<file path="src/rtl/core/text_cell_glyph_renderer_macros.svh">
// Assertion macros for the text cell glyph renderer RTL.
// Used by files that carry concurrent checks; no dependencies.
`ifndef TEXT_CELL_GLYPH_RENDERER_MACROS_SVH
`define TEXT_CELL_GLYPH_RENDERER_MACROS_SVH
`ifndef SYNTHESIS
// clocked check, disabled while reset is high
`define TCGR_ASSERT(lbl, clk, rst, prop) \
  lbl: assert property (@(posedge clk) disable iff (rst) prop) \
    else $error("tcgr check failed");
// clocked check that also holds during reset
`define TCGR_ASSERT_ALWAYS(lbl, clk, prop) \
  lbl: assert property (@(posedge clk) prop) \
    else $error("tcgr check failed");
`else
`define TCGR_ASSERT(lbl, clk, rst, prop)
`define TCGR_ASSERT_ALWAYS(lbl, clk, prop)
`endif
`endif

</file>
<file path="src/rtl/core/tcgr_pkg.sv">
// Shared types, constants and tables for the text cell glyph renderer.
// No dependencies.
package tcgr_pkg;

  localparam int GLYPH_WIDTH  = 8;
  localparam int GLYPH_HEIGHT = 16;

  // pixel counter within a glyph line
  localparam int K_W = (GLYPH_WIDTH > 1) ? $clog2(GLYPH_WIDTH) : 1;
  // row * GLYPH_HEIGHT + line
  localparam int RL_W = 8 + $clog2(GLYPH_HEIGHT) + 1;
  // scan line base offset, rl * pitch
  localparam int LB_W = RL_W + 16;
  // col * GLYPH_WIDTH, then times bytes per pixel
  localparam int COL_W = 8 + $clog2(GLYPH_WIDTH) + 1;
  localparam int CO_W  = COL_W + 3;

  typedef enum logic [2:0] {
    REG_PIXEL_FORMAT = 3'd0,
    REG_LINE_PITCH   = 3'd1,
    REG_RED_SIZE     = 3'd2,
    REG_RED_POS      = 3'd3,
    REG_GREEN_SIZE   = 3'd4,
    REG_GREEN_POS    = 3'd5,
    REG_BLUE_SIZE    = 3'd6,
    REG_BLUE_POS     = 3'd7
  } cfg_reg_t;

  typedef enum logic [1:0] {
    FMT_8BPP  = 2'd0,
    FMT_16BPP = 2'd1,
    FMT_24BPP = 2'd2,
    FMT_32BPP = 2'd3
  } pixel_fmt_t;

  typedef struct packed {
    logic [1:0]  pixel_format;
    logic [15:0] line_pitch;
    logic [3:0]  red_size;
    logic [4:0]  red_pos;
    logic [3:0]  green_size;
    logic [4:0]  green_pos;
    logic [3:0]  blue_size;
    logic [4:0]  blue_pos;
  } cfg_t;

  // one prepared glyph line, handed from prep to the emitter
  typedef struct packed {
    logic [LB_W-1:0]        line_base;
    logic [CO_W-1:0]        col_off;
    logic [2:0]             bpp;
    logic [31:0]            fg_val;
    logic [31:0]            bg_val;
    logic [GLYPH_WIDTH-1:0] on;
  } job_t;

  // 16-entry text palette, red in 23:16, green 15:8, blue 7:0
  function automatic logic [23:0] palette(logic [3:0] idx);
    logic [23:0] e;
    unique case (idx)
      4'd0:  e = 24'h000000;
      4'd1:  e = 24'hAA0000;
      4'd2:  e = 24'h00AA00;
      4'd3:  e = 24'hAA5500;
      4'd4:  e = 24'h0000AA;
      4'd5:  e = 24'hAA00AA;
      4'd6:  e = 24'h00AAAA;
      4'd7:  e = 24'hAAAAAA;
      4'd8:  e = 24'h555555;
      4'd9:  e = 24'hFF5555;
      4'd10: e = 24'h55FF55;
      4'd11: e = 24'hFFFF55;
      4'd12: e = 24'h5555FF;
      4'd13: e = 24'hFF55FF;
      4'd14: e = 24'h55FFFF;
      default: e = 24'hFFFFFF;
    endcase
    return e;
  endfunction

  // keep only the low bytes of a pixel
  function automatic logic [31:0] fmt_mask(logic [1:0] fmt);
    logic [31:0] m;
    unique case (pixel_fmt_t'(fmt))
      FMT_8BPP:  m = 32'h0000_00FF;
      FMT_16BPP: m = 32'h0000_FFFF;
      FMT_24BPP: m = 32'h00FF_FFFF;
      FMT_32BPP: m = 32'hFFFF_FFFF;
    endcase
    return m;
  endfunction

endpackage

</file>
<file path="src/rtl/core/tcgr_color.sv">
// Palette lookup and component packing for one color index; in 8 bpp the index itself is the value.
// Depends on tcgr_pkg.
module tcgr_color (
  input  logic [3:0]   idx,
  input  tcgr_pkg::cfg_t cfg,
  output logic [31:0]  value
);

  function automatic logic [31:0] place_comp(logic [7:0] c, logic [3:0] size,
                                             logic [4:0] pos);
    logic [3:0] s;
    logic [7:0] v;
    s = (size > 4'd8) ? 4'd8 : size;
    v = c >> (4'd8 - s);  // size 0 shifts everything out
    return {24'b0, v} << pos;
  endfunction

  logic [23:0] e;

  always_comb begin
    e = tcgr_pkg::palette(idx);
    if (tcgr_pkg::pixel_fmt_t'(cfg.pixel_format) == tcgr_pkg::FMT_8BPP) begin
      value = {28'b0, idx};
    end else begin
      value = place_comp(e[23:16], cfg.red_size, cfg.red_pos)
            | place_comp(e[15:8], cfg.green_size, cfg.green_pos)
            | place_comp(e[7:0], cfg.blue_size, cfg.blue_pos);
    end
  end

endmodule

</file>
<file path="src/rtl/core/tcgr_prep.sv">
// Input stage: resolves colors, glyph bit order and line base per request.
// Depends on tcgr_pkg and tcgr_color.
module tcgr_prep (
  input  logic                 clk,
  input  logic                 rst,
  input  tcgr_pkg::cfg_t       cfg,
  input  logic                 in_valid,
  output logic                 in_stall,
  input  logic [7:0]           cell_row,
  input  logic [7:0]           cell_col,
  input  logic [3:0]           glyph_line,
  input  logic [15:0]          char_attr,
  input  logic [7:0]           glyph_bits,
  input  logic                 invert,
  input  logic                 job_take,
  output logic                 job_valid,
  output tcgr_pkg::job_t       job
);

  logic                             accept;
  logic [3:0]                       fg_idx;
  logic [3:0]                       bg_idx;
  logic [31:0]                      fg_raw;
  logic [31:0]                      bg_raw;
  logic [31:0]                      mask;
  logic [2:0]                       bpp;
  logic [tcgr_pkg::RL_W-1:0]        rl;
  logic [tcgr_pkg::COL_W-1:0]       col_px;
  logic [tcgr_pkg::GLYPH_WIDTH-1:0] on;
  tcgr_pkg::job_t                   job_next;

  assign in_stall = job_valid && !job_take;
  assign accept   = in_valid && !in_stall;

  // invert swaps fg and bg, as for the cursor
  assign fg_idx = invert ? char_attr[15:12] : char_attr[11:8];
  assign bg_idx = invert ? char_attr[11:8]  : char_attr[15:12];

  tcgr_color u_fg (.idx(fg_idx), .cfg(cfg), .value(fg_raw));
  tcgr_color u_bg (.idx(bg_idx), .cfg(cfg), .value(bg_raw));

  always_comb begin
    mask   = tcgr_pkg::fmt_mask(cfg.pixel_format);
    bpp    = {1'b0, cfg.pixel_format} + 3'd1;
    rl     = tcgr_pkg::RL_W'(cell_row) * tcgr_pkg::RL_W'(tcgr_pkg::GLYPH_HEIGHT)
           + tcgr_pkg::RL_W'(glyph_line);
    col_px = tcgr_pkg::COL_W'(cell_col) * tcgr_pkg::COL_W'(tcgr_pkg::GLYPH_WIDTH);
    // pixel k takes glyph bit GLYPH_WIDTH-1-k; bits past the font byte are bg
    on = '0;
    for (int k = 0; k < tcgr_pkg::GLYPH_WIDTH; k++) begin
      if (tcgr_pkg::GLYPH_WIDTH - 1 - k < 8) begin
        on[k] = glyph_bits[3'(tcgr_pkg::GLYPH_WIDTH - 1 - k)];
      end
    end
    job_next.line_base = tcgr_pkg::LB_W'(rl) * tcgr_pkg::LB_W'(cfg.line_pitch);
    job_next.col_off   = tcgr_pkg::CO_W'(col_px) * tcgr_pkg::CO_W'(bpp);
    job_next.bpp       = bpp;
    job_next.fg_val    = fg_raw & mask;
    job_next.bg_val    = bg_raw & mask;
    job_next.on        = on;
  end

  always_ff @(posedge clk) begin
    if (rst) begin
      job_valid <= 1'b0;
    end else begin
      job_valid <= accept || (job_valid && !job_take);
    end
  end

  always_ff @(posedge clk) begin
    if (accept) begin
      job <= job_next;
    end
  end

endmodule

</file>
<file path="src/rtl/core/tcgr_emit.sv">
// Pixel sequencer: walks one prepared glyph line, one pixel write per cycle while out_stall is low.
// Depends on tcgr_pkg and the macros header.
`include "text_cell_glyph_renderer_macros.svh"
module tcgr_emit (
  input  logic                 clk,
  input  logic                 rst,
  input  logic                 job_valid,
  input  tcgr_pkg::job_t       job,
  output logic                 job_take,
  output logic                 out_valid,
  input  logic                 out_stall,
  output logic [31:0]          byte_offset,
  output logic [31:0]          pixel_value,
  output logic                 last_pixel
);

  localparam logic [tcgr_pkg::K_W-1:0] K_LAST =
    tcgr_pkg::K_W'(tcgr_pkg::GLYPH_WIDTH - 1);

  logic                             adv;
  logic                             step;
  logic [tcgr_pkg::K_W-1:0]         k;
  logic [2:0]                       bpp;
  logic [31:0]                      fg_val;
  logic [31:0]                      bg_val;
  logic [tcgr_pkg::GLYPH_WIDTH-1:0] rem;

  assign adv      = !out_valid || !out_stall;
  assign step     = adv && out_valid && !last_pixel;
  assign job_take = adv && job_valid && (!out_valid || last_pixel);

  always_ff @(posedge clk) begin
    if (rst) begin
      out_valid  <= 1'b0;
      k          <= '0;
      last_pixel <= 1'b0;
    end else if (step) begin
      k          <= k + tcgr_pkg::K_W'(1);
      last_pixel <= (k + tcgr_pkg::K_W'(1)) == K_LAST;
    end else if (job_take) begin
      out_valid  <= 1'b1;
      k          <= '0;
      last_pixel <= (K_LAST == '0);
    end else if (adv) begin
      out_valid  <= 1'b0;
    end
  end

  always_ff @(posedge clk) begin
    if (step) begin
      byte_offset <= byte_offset + {29'b0, bpp};
      pixel_value <= rem[0] ? fg_val : bg_val;
      rem         <= rem >> 1;
    end else if (job_take) begin
      byte_offset <= 32'(job.line_base) + 32'(job.col_off);
      pixel_value <= job.on[0] ? job.fg_val : job.bg_val;
      rem         <= job.on >> 1;
      bpp         <= job.bpp;
      fg_val      <= job.fg_val;
      bg_val      <= job.bg_val;
    end
  end

  `TCGR_ASSERT(a_step_count, clk, rst, step |=> out_valid && k == $past(k) + tcgr_pkg::K_W'(1))
  `TCGR_ASSERT(a_step_offset, clk, rst, step |=> byte_offset == $past(byte_offset) + {29'b0, bpp})
  `TCGR_ASSERT(a_load_first, clk, rst, job_take |=> out_valid && k == '0)
  `TCGR_ASSERT(a_take_idle, clk, rst, job_take |-> !step)

endmodule

</file>
<file path="src/rtl/core/text_cell_glyph_renderer.sv">
// Text cell glyph renderer: one glyph line in, GLYPH_WIDTH pixel writes out.
// An accepted request is registered in the input stage, then loaded into
// the output register of the pixel sequencer, which gives one pixel per
// cycle while out_stall is low.
// Reset (rst, synchronous, active high) empties both stages and restores
// the register defaults: 32 bpp, pitch 4096, 8-bit components at 16/8/0.
module text_cell_glyph_renderer (
  input  logic        clk,
  input  logic        rst,
  // configuration write port
  input  logic        cfg_write,
  input  logic [2:0]  cfg_index,
  input  logic [15:0] cfg_data,
  // glyph line requests
  input  logic        in_valid,
  output logic        in_stall,
  input  logic [7:0]  cell_row,
  input  logic [7:0]  cell_col,
  input  logic [3:0]  glyph_line,
  input  logic [15:0] char_attr,
  input  logic [7:0]  glyph_bits,
  input  logic        invert,
  // pixel writes
  output logic        out_valid,
  input  logic        out_stall,
  output logic [31:0] byte_offset,
  output logic [31:0] pixel_value,
  output logic        last_pixel
);

  tcgr_pkg::cfg_t cfg;
  tcgr_pkg::job_t job;
  logic           job_valid;
  logic           job_take;

  // Register file, no shadowing. Writes must land only while the block is idle;
  // the block does not enforce it. Fields keep the low bits of the write data.
  always_ff @(posedge clk) begin
    if (rst) begin
      cfg.pixel_format <= 2'd3;
      cfg.line_pitch   <= 16'd4096;
      cfg.red_size     <= 4'd8;
      cfg.red_pos      <= 5'd16;
      cfg.green_size   <= 4'd8;
      cfg.green_pos    <= 5'd8;
      cfg.blue_size    <= 4'd8;
      cfg.blue_pos     <= 5'd0;
    end else if (cfg_write) begin
      unique case (tcgr_pkg::cfg_reg_t'(cfg_index))
        tcgr_pkg::REG_PIXEL_FORMAT: cfg.pixel_format <= cfg_data[1:0];
        tcgr_pkg::REG_LINE_PITCH:   cfg.line_pitch   <= cfg_data;
        tcgr_pkg::REG_RED_SIZE:     cfg.red_size     <= cfg_data[3:0];
        tcgr_pkg::REG_RED_POS:      cfg.red_pos      <= cfg_data[4:0];
        tcgr_pkg::REG_GREEN_SIZE:   cfg.green_size   <= cfg_data[3:0];
        tcgr_pkg::REG_GREEN_POS:    cfg.green_pos    <= cfg_data[4:0];
        tcgr_pkg::REG_BLUE_SIZE:    cfg.blue_size    <= cfg_data[3:0];
        tcgr_pkg::REG_BLUE_POS:     cfg.blue_pos     <= cfg_data[4:0];
      endcase
    end
  end

  // Stage 1: color lookup, glyph bit order, scan line base multiply.
  // Holds one prepared line, so a new request is taken while the
  // sequencer is still busy with the previous one.
  tcgr_prep u_prep (
    .clk        (clk),
    .rst        (rst),
    .cfg        (cfg),
    .in_valid   (in_valid),
    .in_stall   (in_stall),
    .cell_row   (cell_row),
    .cell_col   (cell_col),
    .glyph_line (glyph_line),
    .char_attr  (char_attr),
    .glyph_bits (glyph_bits),
    .invert     (invert),
    .job_take   (job_take),
    .job_valid  (job_valid),
    .job        (job)
  );

  // Stage 2: steps through the pixels; the next line is loaded on the
  // same edge the last pixel of the current one leaves, so no bubble.
  tcgr_emit u_emit (
    .clk         (clk),
    .rst         (rst),
    .job_valid   (job_valid),
    .job         (job),
    .job_take    (job_take),
    .out_valid   (out_valid),
    .out_stall   (out_stall),
    .byte_offset (byte_offset),
    .pixel_value (pixel_value),
    .last_pixel  (last_pixel)
  );

endmodule
</file>
<file path="config.mk">
export PLATFORM = sky130hd
export DESIGN_NAME = text_cell_glyph_renderer
export DESIGN_NICKNAME = d
export VERILOG_FILES = /design/src/rtl/core/tcgr_pkg.sv /design/src/rtl/core/tcgr_color.sv /design/src/rtl/core/tcgr_prep.sv /design/src/rtl/core/tcgr_emit.sv /design/src/rtl/core/text_cell_glyph_renderer.sv
export VERILOG_INCLUDE_DIRS = /design/src /design/src/rtl/core
export SDC_FILE = /design/constraint.sdc
export NUM_CORES = 1
export LEC_CHECK = 0
export BUFFER_PORTS_ARGS = -buffer_cell sky130_fd_sc_hd__buf_2
export CAP_MARGIN = 20
export CELL_PAD_IN_SITES_DETAIL_PLACEMENT = 1
export CELL_PAD_IN_SITES_GLOBAL_PLACEMENT = 1
export CORE_MARGIN = 10
export CORE_UTILIZATION = 47
export CTS_CLUSTER_DIAMETER = 50
export DETAILED_ROUTE_END_ITERATION = 10
export PLACE_DENSITY_LB_ADDON = 0.1
export SYNTH_ARGS = -nofsm -noshare
export SYNTH_HDL_FRONTEND = slang
export SYNTH_SLANG_ARGS = --single-unit
</file>
<file path="constraint.sdc">
create_clock -name clk -period 7.8 [get_ports clk]
set_input_delay 0.39 -clock clk [delete_from_list [all_inputs] [get_ports clk]]
set_output_delay 0.39 -clock clk [all_outputs]
set_load 0.01 [all_outputs]
</file>
==> tab_implementation.tex <==
\begin{tabular}{lr}
\hline
Metric & Value \\
\hline
\multicolumn{2}{l}{\textbf{STA}} \\
Unrepaired setup endpoints after global routing & no \\
Highest clock frequency the design can meet & 0.164 GHz \\
Worst clock skew & 0.0283 ns \\
Post-route worst setup slack & 1.71 ns \\
Count of final setup violators & 0 \\
Max Slew Vio Count & 0 \\
Min cycle time layout & 6.09 ns \\
Setup TNS & 0 ns \\
Share of the cycle needed by the critical path after routing & 0.780 \\
Max transition margin & 0.197 \\
Measured slew at the worst slew-check pin & 1.20 ns \\
Hold Fails Final Rpt & 0 \\
\multicolumn{2}{l}{\textbf{Synth}} \\
Area share of the largest cell type after synthesis & 0.302 \\
EDFF count, synth & 249 \\
Average size of a mapped cell & 9.31 µm² \\
Synth area leaders & sky130\_fd\_sc\_hd\_\_edfxtp\_1 (30\%), sky130\_fd\_sc\_hd\_\_fa\_1 (12\%), sky130\_fd\_sc\_hd\_\_ha\_1 (5.9\%) \\
FF+latch count, synth & 300 \\
Post-Syn Nets & 2992 \\
Yosys top cell by area & sky130\_fd\_sc\_hd\_\_edfxtp\_1 \\
Distinct cell type count after synthesis & 113 \\
Mapped Area & 0.0247 mm² \\
Number of warnings reported in the yosys synthesis log & 0 \\
Predominant post-synthesis flop cell & sky130\_fd\_sc\_hd\_\_edfxtp\_1 \\
Post-synthesis async set-or-reset flop share & 0 \\
Cell count after synthesis & 2656 \\
Proportion of synthesized chip area in sequential cells & 0.344 \\
\multicolumn{2}{l}{\textbf{Critical path}} \\
Minimum setup slack among reg-to-reg paths & 1.71 ns \\
Crit path arrival time & 6.39 ns \\
CP max-delay cell & sky130\_fd\_sc\_hd\_\_dfxtp\_1 \\
Maximum fanout along the worst path & 13 \\
Type of element capturing the critical path & flop \\
CP top delay family & adder cells \\
Cell breakdown of the critical path & nand2\_1, fa\_1, inv\_1, fa\_1, fa\_1, fa\_1, inv\_1, fa\_1, inv\_1, ha\_1, o21ai\_0, nor2\_1, o41ai\_1, o21ai\_0, or3\_1, a31o\_2, a21oi\_1, xnor2\_1 \\
Crit path required time & 8.10 ns \\
Number of buffers and inverters on the critical path & 3 \\
Most prevalent standard cell on the critical path & sky130\_fd\_sc\_hd\_\_fa\_1 \\
Worst r2r path cells & 18 \\
Category of the worst setup path launch point & flop \\
Peak per-stage delay on the critical path & 0.65 ns \\
Critical path origin & cfg[33] \\
Startpoint of the most critical register-to-register path & cfg[33] \\
Start-to-end type of the worst setup path & reg -> reg \\
Endpoint of the most critical register-to-register path & u\_prep.job[112] \\
\multicolumn{2}{l}{\textbf{Job}} \\
Maximum capacitance violations & 0 \\
\multicolumn{2}{l}{\textbf{Global route}} \\
Largest net degree at the start of global routing & 103 \\
Global-route wire length before repair & 130000 µm \\
GR met2 Demand/Resource & 0.394 \\
Most used routing layer & met1 \\
Antenna violations before repair & 1 \\
Total global routing track utilization & 0.263 \\
Met3 global-route usage & 0.0346 \\
GR met1 Demand/Resource & 0.396 \\
Overflow left after global routing & 0 \\
Number of global-route vias before repair & 21400 \\
\multicolumn{2}{l}{\textbf{Clocking}} \\
Clock latency on the worst-skew pair & 0.57 ns \\
Setup Fix Bufs, Post-CTS & 0 \\
Post-cts repair resize count & 0 \\
Clock-pin slew of the registers on the worst-case setup and hold paths & 0.05 ns \\
Maximum level of the CTS H-tree & 2 \\
Clock sink count & 300 \\
CTS tree & yes \\
Buffer depth of the longest clock path & 3 \\
TritonCTS buffer count & 39 \\
Root Buffer & sky130\_fd\_sc\_hd\_\_clkbuf\_16 \\
\multicolumn{2}{l}{\textbf{Finish}} \\
Net count, final & 3043 \\
Number of antenna repair diodes & 0 \\
Relative area change from synthesis to final layout & 9.65\% \\
Layout cell share with drive strength beyond 1 & 0.100 \\
Post-route cell area & 0.0271 mm² \\
\multicolumn{2}{l}{\textbf{Worst hold path}} \\
Min-Delay Path Class & in -> reg \\
Hold path start & cfg\_data[12] \\
Worst Hold Path Cells & 3 \\
Destination of the worst hold path & cfg[39] \\
\multicolumn{2}{l}{\textbf{Routing}} \\
Remaining antenna violation count after routing & 0 \\
Routed wirelength normalized by instance count & 24.4 µm \\
Mean number of vias per cell & 6.04 \\
Residual DRC & 0 \\
Routed vias & 20700 \\
Wire length after detailed routing & 83600 µm \\
Detailed-router iteration count before antenna repair & 8 \\
Count of routing violations after the opening detailed-route iteration & 1963 \\
\multicolumn{2}{l}{\textbf{Power and ir drop}} \\
Peak VDD IR & 0.142 mV \\
Power density relative to cell area & 174 mW/mm² \\
Leakage dissipation & 11.3 nW \\
\multicolumn{2}{l}{\textbf{Die}} \\
Starting density of the core & 0.473 \\
Site Rows & 84 \\
\# IOs & 136 \\
Die height & 249 µm \\
Die Width & 249 µm \\
Area enclosed by the die boundary & 0.0622 mm² \\
Core ar. & 0.0523 mm² \\
\multicolumn{2}{l}{\textbf{Placement}} \\
GPL Wtd Cong & 1.02 \\
Pre-CTS setup slack & 1.69 ns \\
Buffers added on ports & 123 \\
Post-detailed-placement cell area & 0.0258 mm² \\
Detailed placement HPWL & 64400 µm \\
\multicolumn{2}{l}{\textbf{Outcome}} \\
Outcome & finished, final reports clean \\
\hline
\end{tabular}
## layout make-up
| type | count | area [µm²] |
|---|---|---|
| clock inverter | 22 | 209 |
| multi-input combinational | 1936 | 14600 |
| tap | 688 | 861 |
| fill | 6017 | 25200 |
| clock buffer | 47 | 1010 |
| inverter | 277 | 1040 |
| timing repair buffer | 153 | 875 |
| sequential | 300 | 8500 |
## synthesized netlist by cell type (31+ instances only)
cell	instances
sky130_fd_sc_hd__nand2_1	364
sky130_fd_sc_hd__inv_1	272
sky130_fd_sc_hd__edfxtp_1	249
sky130_fd_sc_hd__nor2_1	179
sky130_fd_sc_hd__fa_1	150
sky130_fd_sc_hd__a21oi_1	132
sky130_fd_sc_hd__and2_1	124
sky130_fd_sc_hd__clkbuf_1	117
sky130_fd_sc_hd__ha_1	117
sky130_fd_sc_hd__o21ai_0	109
sky130_fd_sc_hd__mux2i_1	74
sky130_fd_sc_hd__nand3_1	59
sky130_fd_sc_hd__dfxtp_1	51
sky130_fd_sc_hd__nor3_1	49
sky130_fd_sc_hd__xnor2_1	48
sky130_fd_sc_hd__xor2_1	33
sky130_fd_sc_hd__a22oi_1	31
## flip-flops by register name, summed over array words and instances, names as in the netlist, 7 cells and up
name / flops
u_emit.fg_val: 32
u_prep.job: 111
cfg: 45
u_emit.rem: 7
u_emit.pixel_value: 32
u_emit.byte_offset: 32
u_emit.bg_val: 32
## layout by cell type (no fill, tap or decap), types with 18 or more instances in the layout
cell type                   netlist  final
sky130_fd_sc_hd__nand2_1        364    362
sky130_fd_sc_hd__inv_1          272    271
sky130_fd_sc_hd__edfxtp_1       249    249
sky130_fd_sc_hd__nor2_1         179    179
sky130_fd_sc_hd__fa_1           150    150
sky130_fd_sc_hd__a21oi_1        132    132
sky130_fd_sc_hd__and2_1         124    124
sky130_fd_sc_hd__buf_2            8    123
sky130_fd_sc_hd__ha_1           117    117
sky130_fd_sc_hd__o21ai_0        109    109
sky130_fd_sc_hd__mux2i_1         74     73
sky130_fd_sc_hd__nand3_1         59     59
sky130_fd_sc_hd__dfxtp_1         51     51
sky130_fd_sc_hd__nor3_1          49     49
sky130_fd_sc_hd__xnor2_1         48     48
sky130_fd_sc_hd__clkbuf_16        0     39
sky130_fd_sc_hd__xor2_1          33     33
sky130_fd_sc_hd__a22oi_1         31     31
sky130_fd_sc_hd__a21o_1          28     28
sky130_fd_sc_hd__a31oi_1         27     27
sky130_fd_sc_hd__o22ai_1         26     26
sky130_fd_sc_hd__buf_4            1     24
sky130_fd_sc_hd__nand2b_1        21     21
sky130_fd_sc_hd__o211ai_1        19     19
sky130_fd_sc_hd__a211oi_1        18     18
sky130_fd_sc_hd__a32oi_1         18     18
## worst max-delay path by stage
stage | slack, ns | depth (start not counted) | to
floorplan | 1.47 | 4 | u_prep.job[100]
global placement | 1.75 | 19 | u_prep.job[118]
detailed placement | 1.69 | 19 | u_prep.job[112]
CTS | 1.74 | 18 | u_prep.job[112]
global route | 1.36 | 18 | u_prep.job[112]
finish | 1.71 | 18 | u_prep.job[112]
## report_power, final
group / switching, W / total, W / internal, W / leakage [nW]
registers: 0.0000829 / 0.00200 / 0.00192 / 2.82
clock network: 0.000722 / 0.00167 / 0.000947 / 0.585
logic: 0.000690 / 0.00105 / 0.000359 / 7.91
total: 0.00149 / 0.00472 / 0.00322 / 11.3
## cell families (layout without fill, tap and decap cells)
| group | count (synthesis) | after routing | synth area share |
|---|---|---|---|
| xor gates and xnor gates | 82 | 82 | 0.0298 |
| muxes | 95 | 95 | 0.0409 |
| and+or+nand+nor | 902 | 902 | 0.173 |
| DFF | 300 | 300 | 0.344 |
| adders and majority gates | 267 | 267 | 0.181 |
| buffers and inverters | 420 | 499 | 0.0659 |
| AOI/OAI and AO/OA | 590 | 590 | 0.167 |
## what timing repair did
item                                    4_1_cts  5_1_grt
hold buffers                                  4        0
endpoints found under the setup margin        0        0
endpoints found under the hold margin         4        0
## metal layers
metal | routed length (µm) | up-vias
met4 | 2070 | 0
met3 | 5350 | 126
li1 | - | 9436
met5 | 0 | -
met1 | 40000 | 10400
met2 | 36200 | 698
## worst min-delay path, cell delays in order
cell and delay, ns:
sky130_fd_sc_hd__buf_2 0.08, sky130_fd_sc_hd__nand2_1 0.04, sky130_fd_sc_hd__nand3b_1 0.06
## stage by stage
stage	total power, W	utilization	cells	hold WS [ns]
6_report	0.00472	0.518	3423	0.0566
5_1_grt	0.00493	0.518	3423	0.0735
4_1_cts	0.00474	0.518	3422	0.0425
3_5_place_dp	0.00305	0.494	3349	0.406
3_3_place_gp	0.00301	0.494	3348	0.403
2_1_floorplan	0.00267	-	2656	0.400
Power figures use the tool's default switching activity.
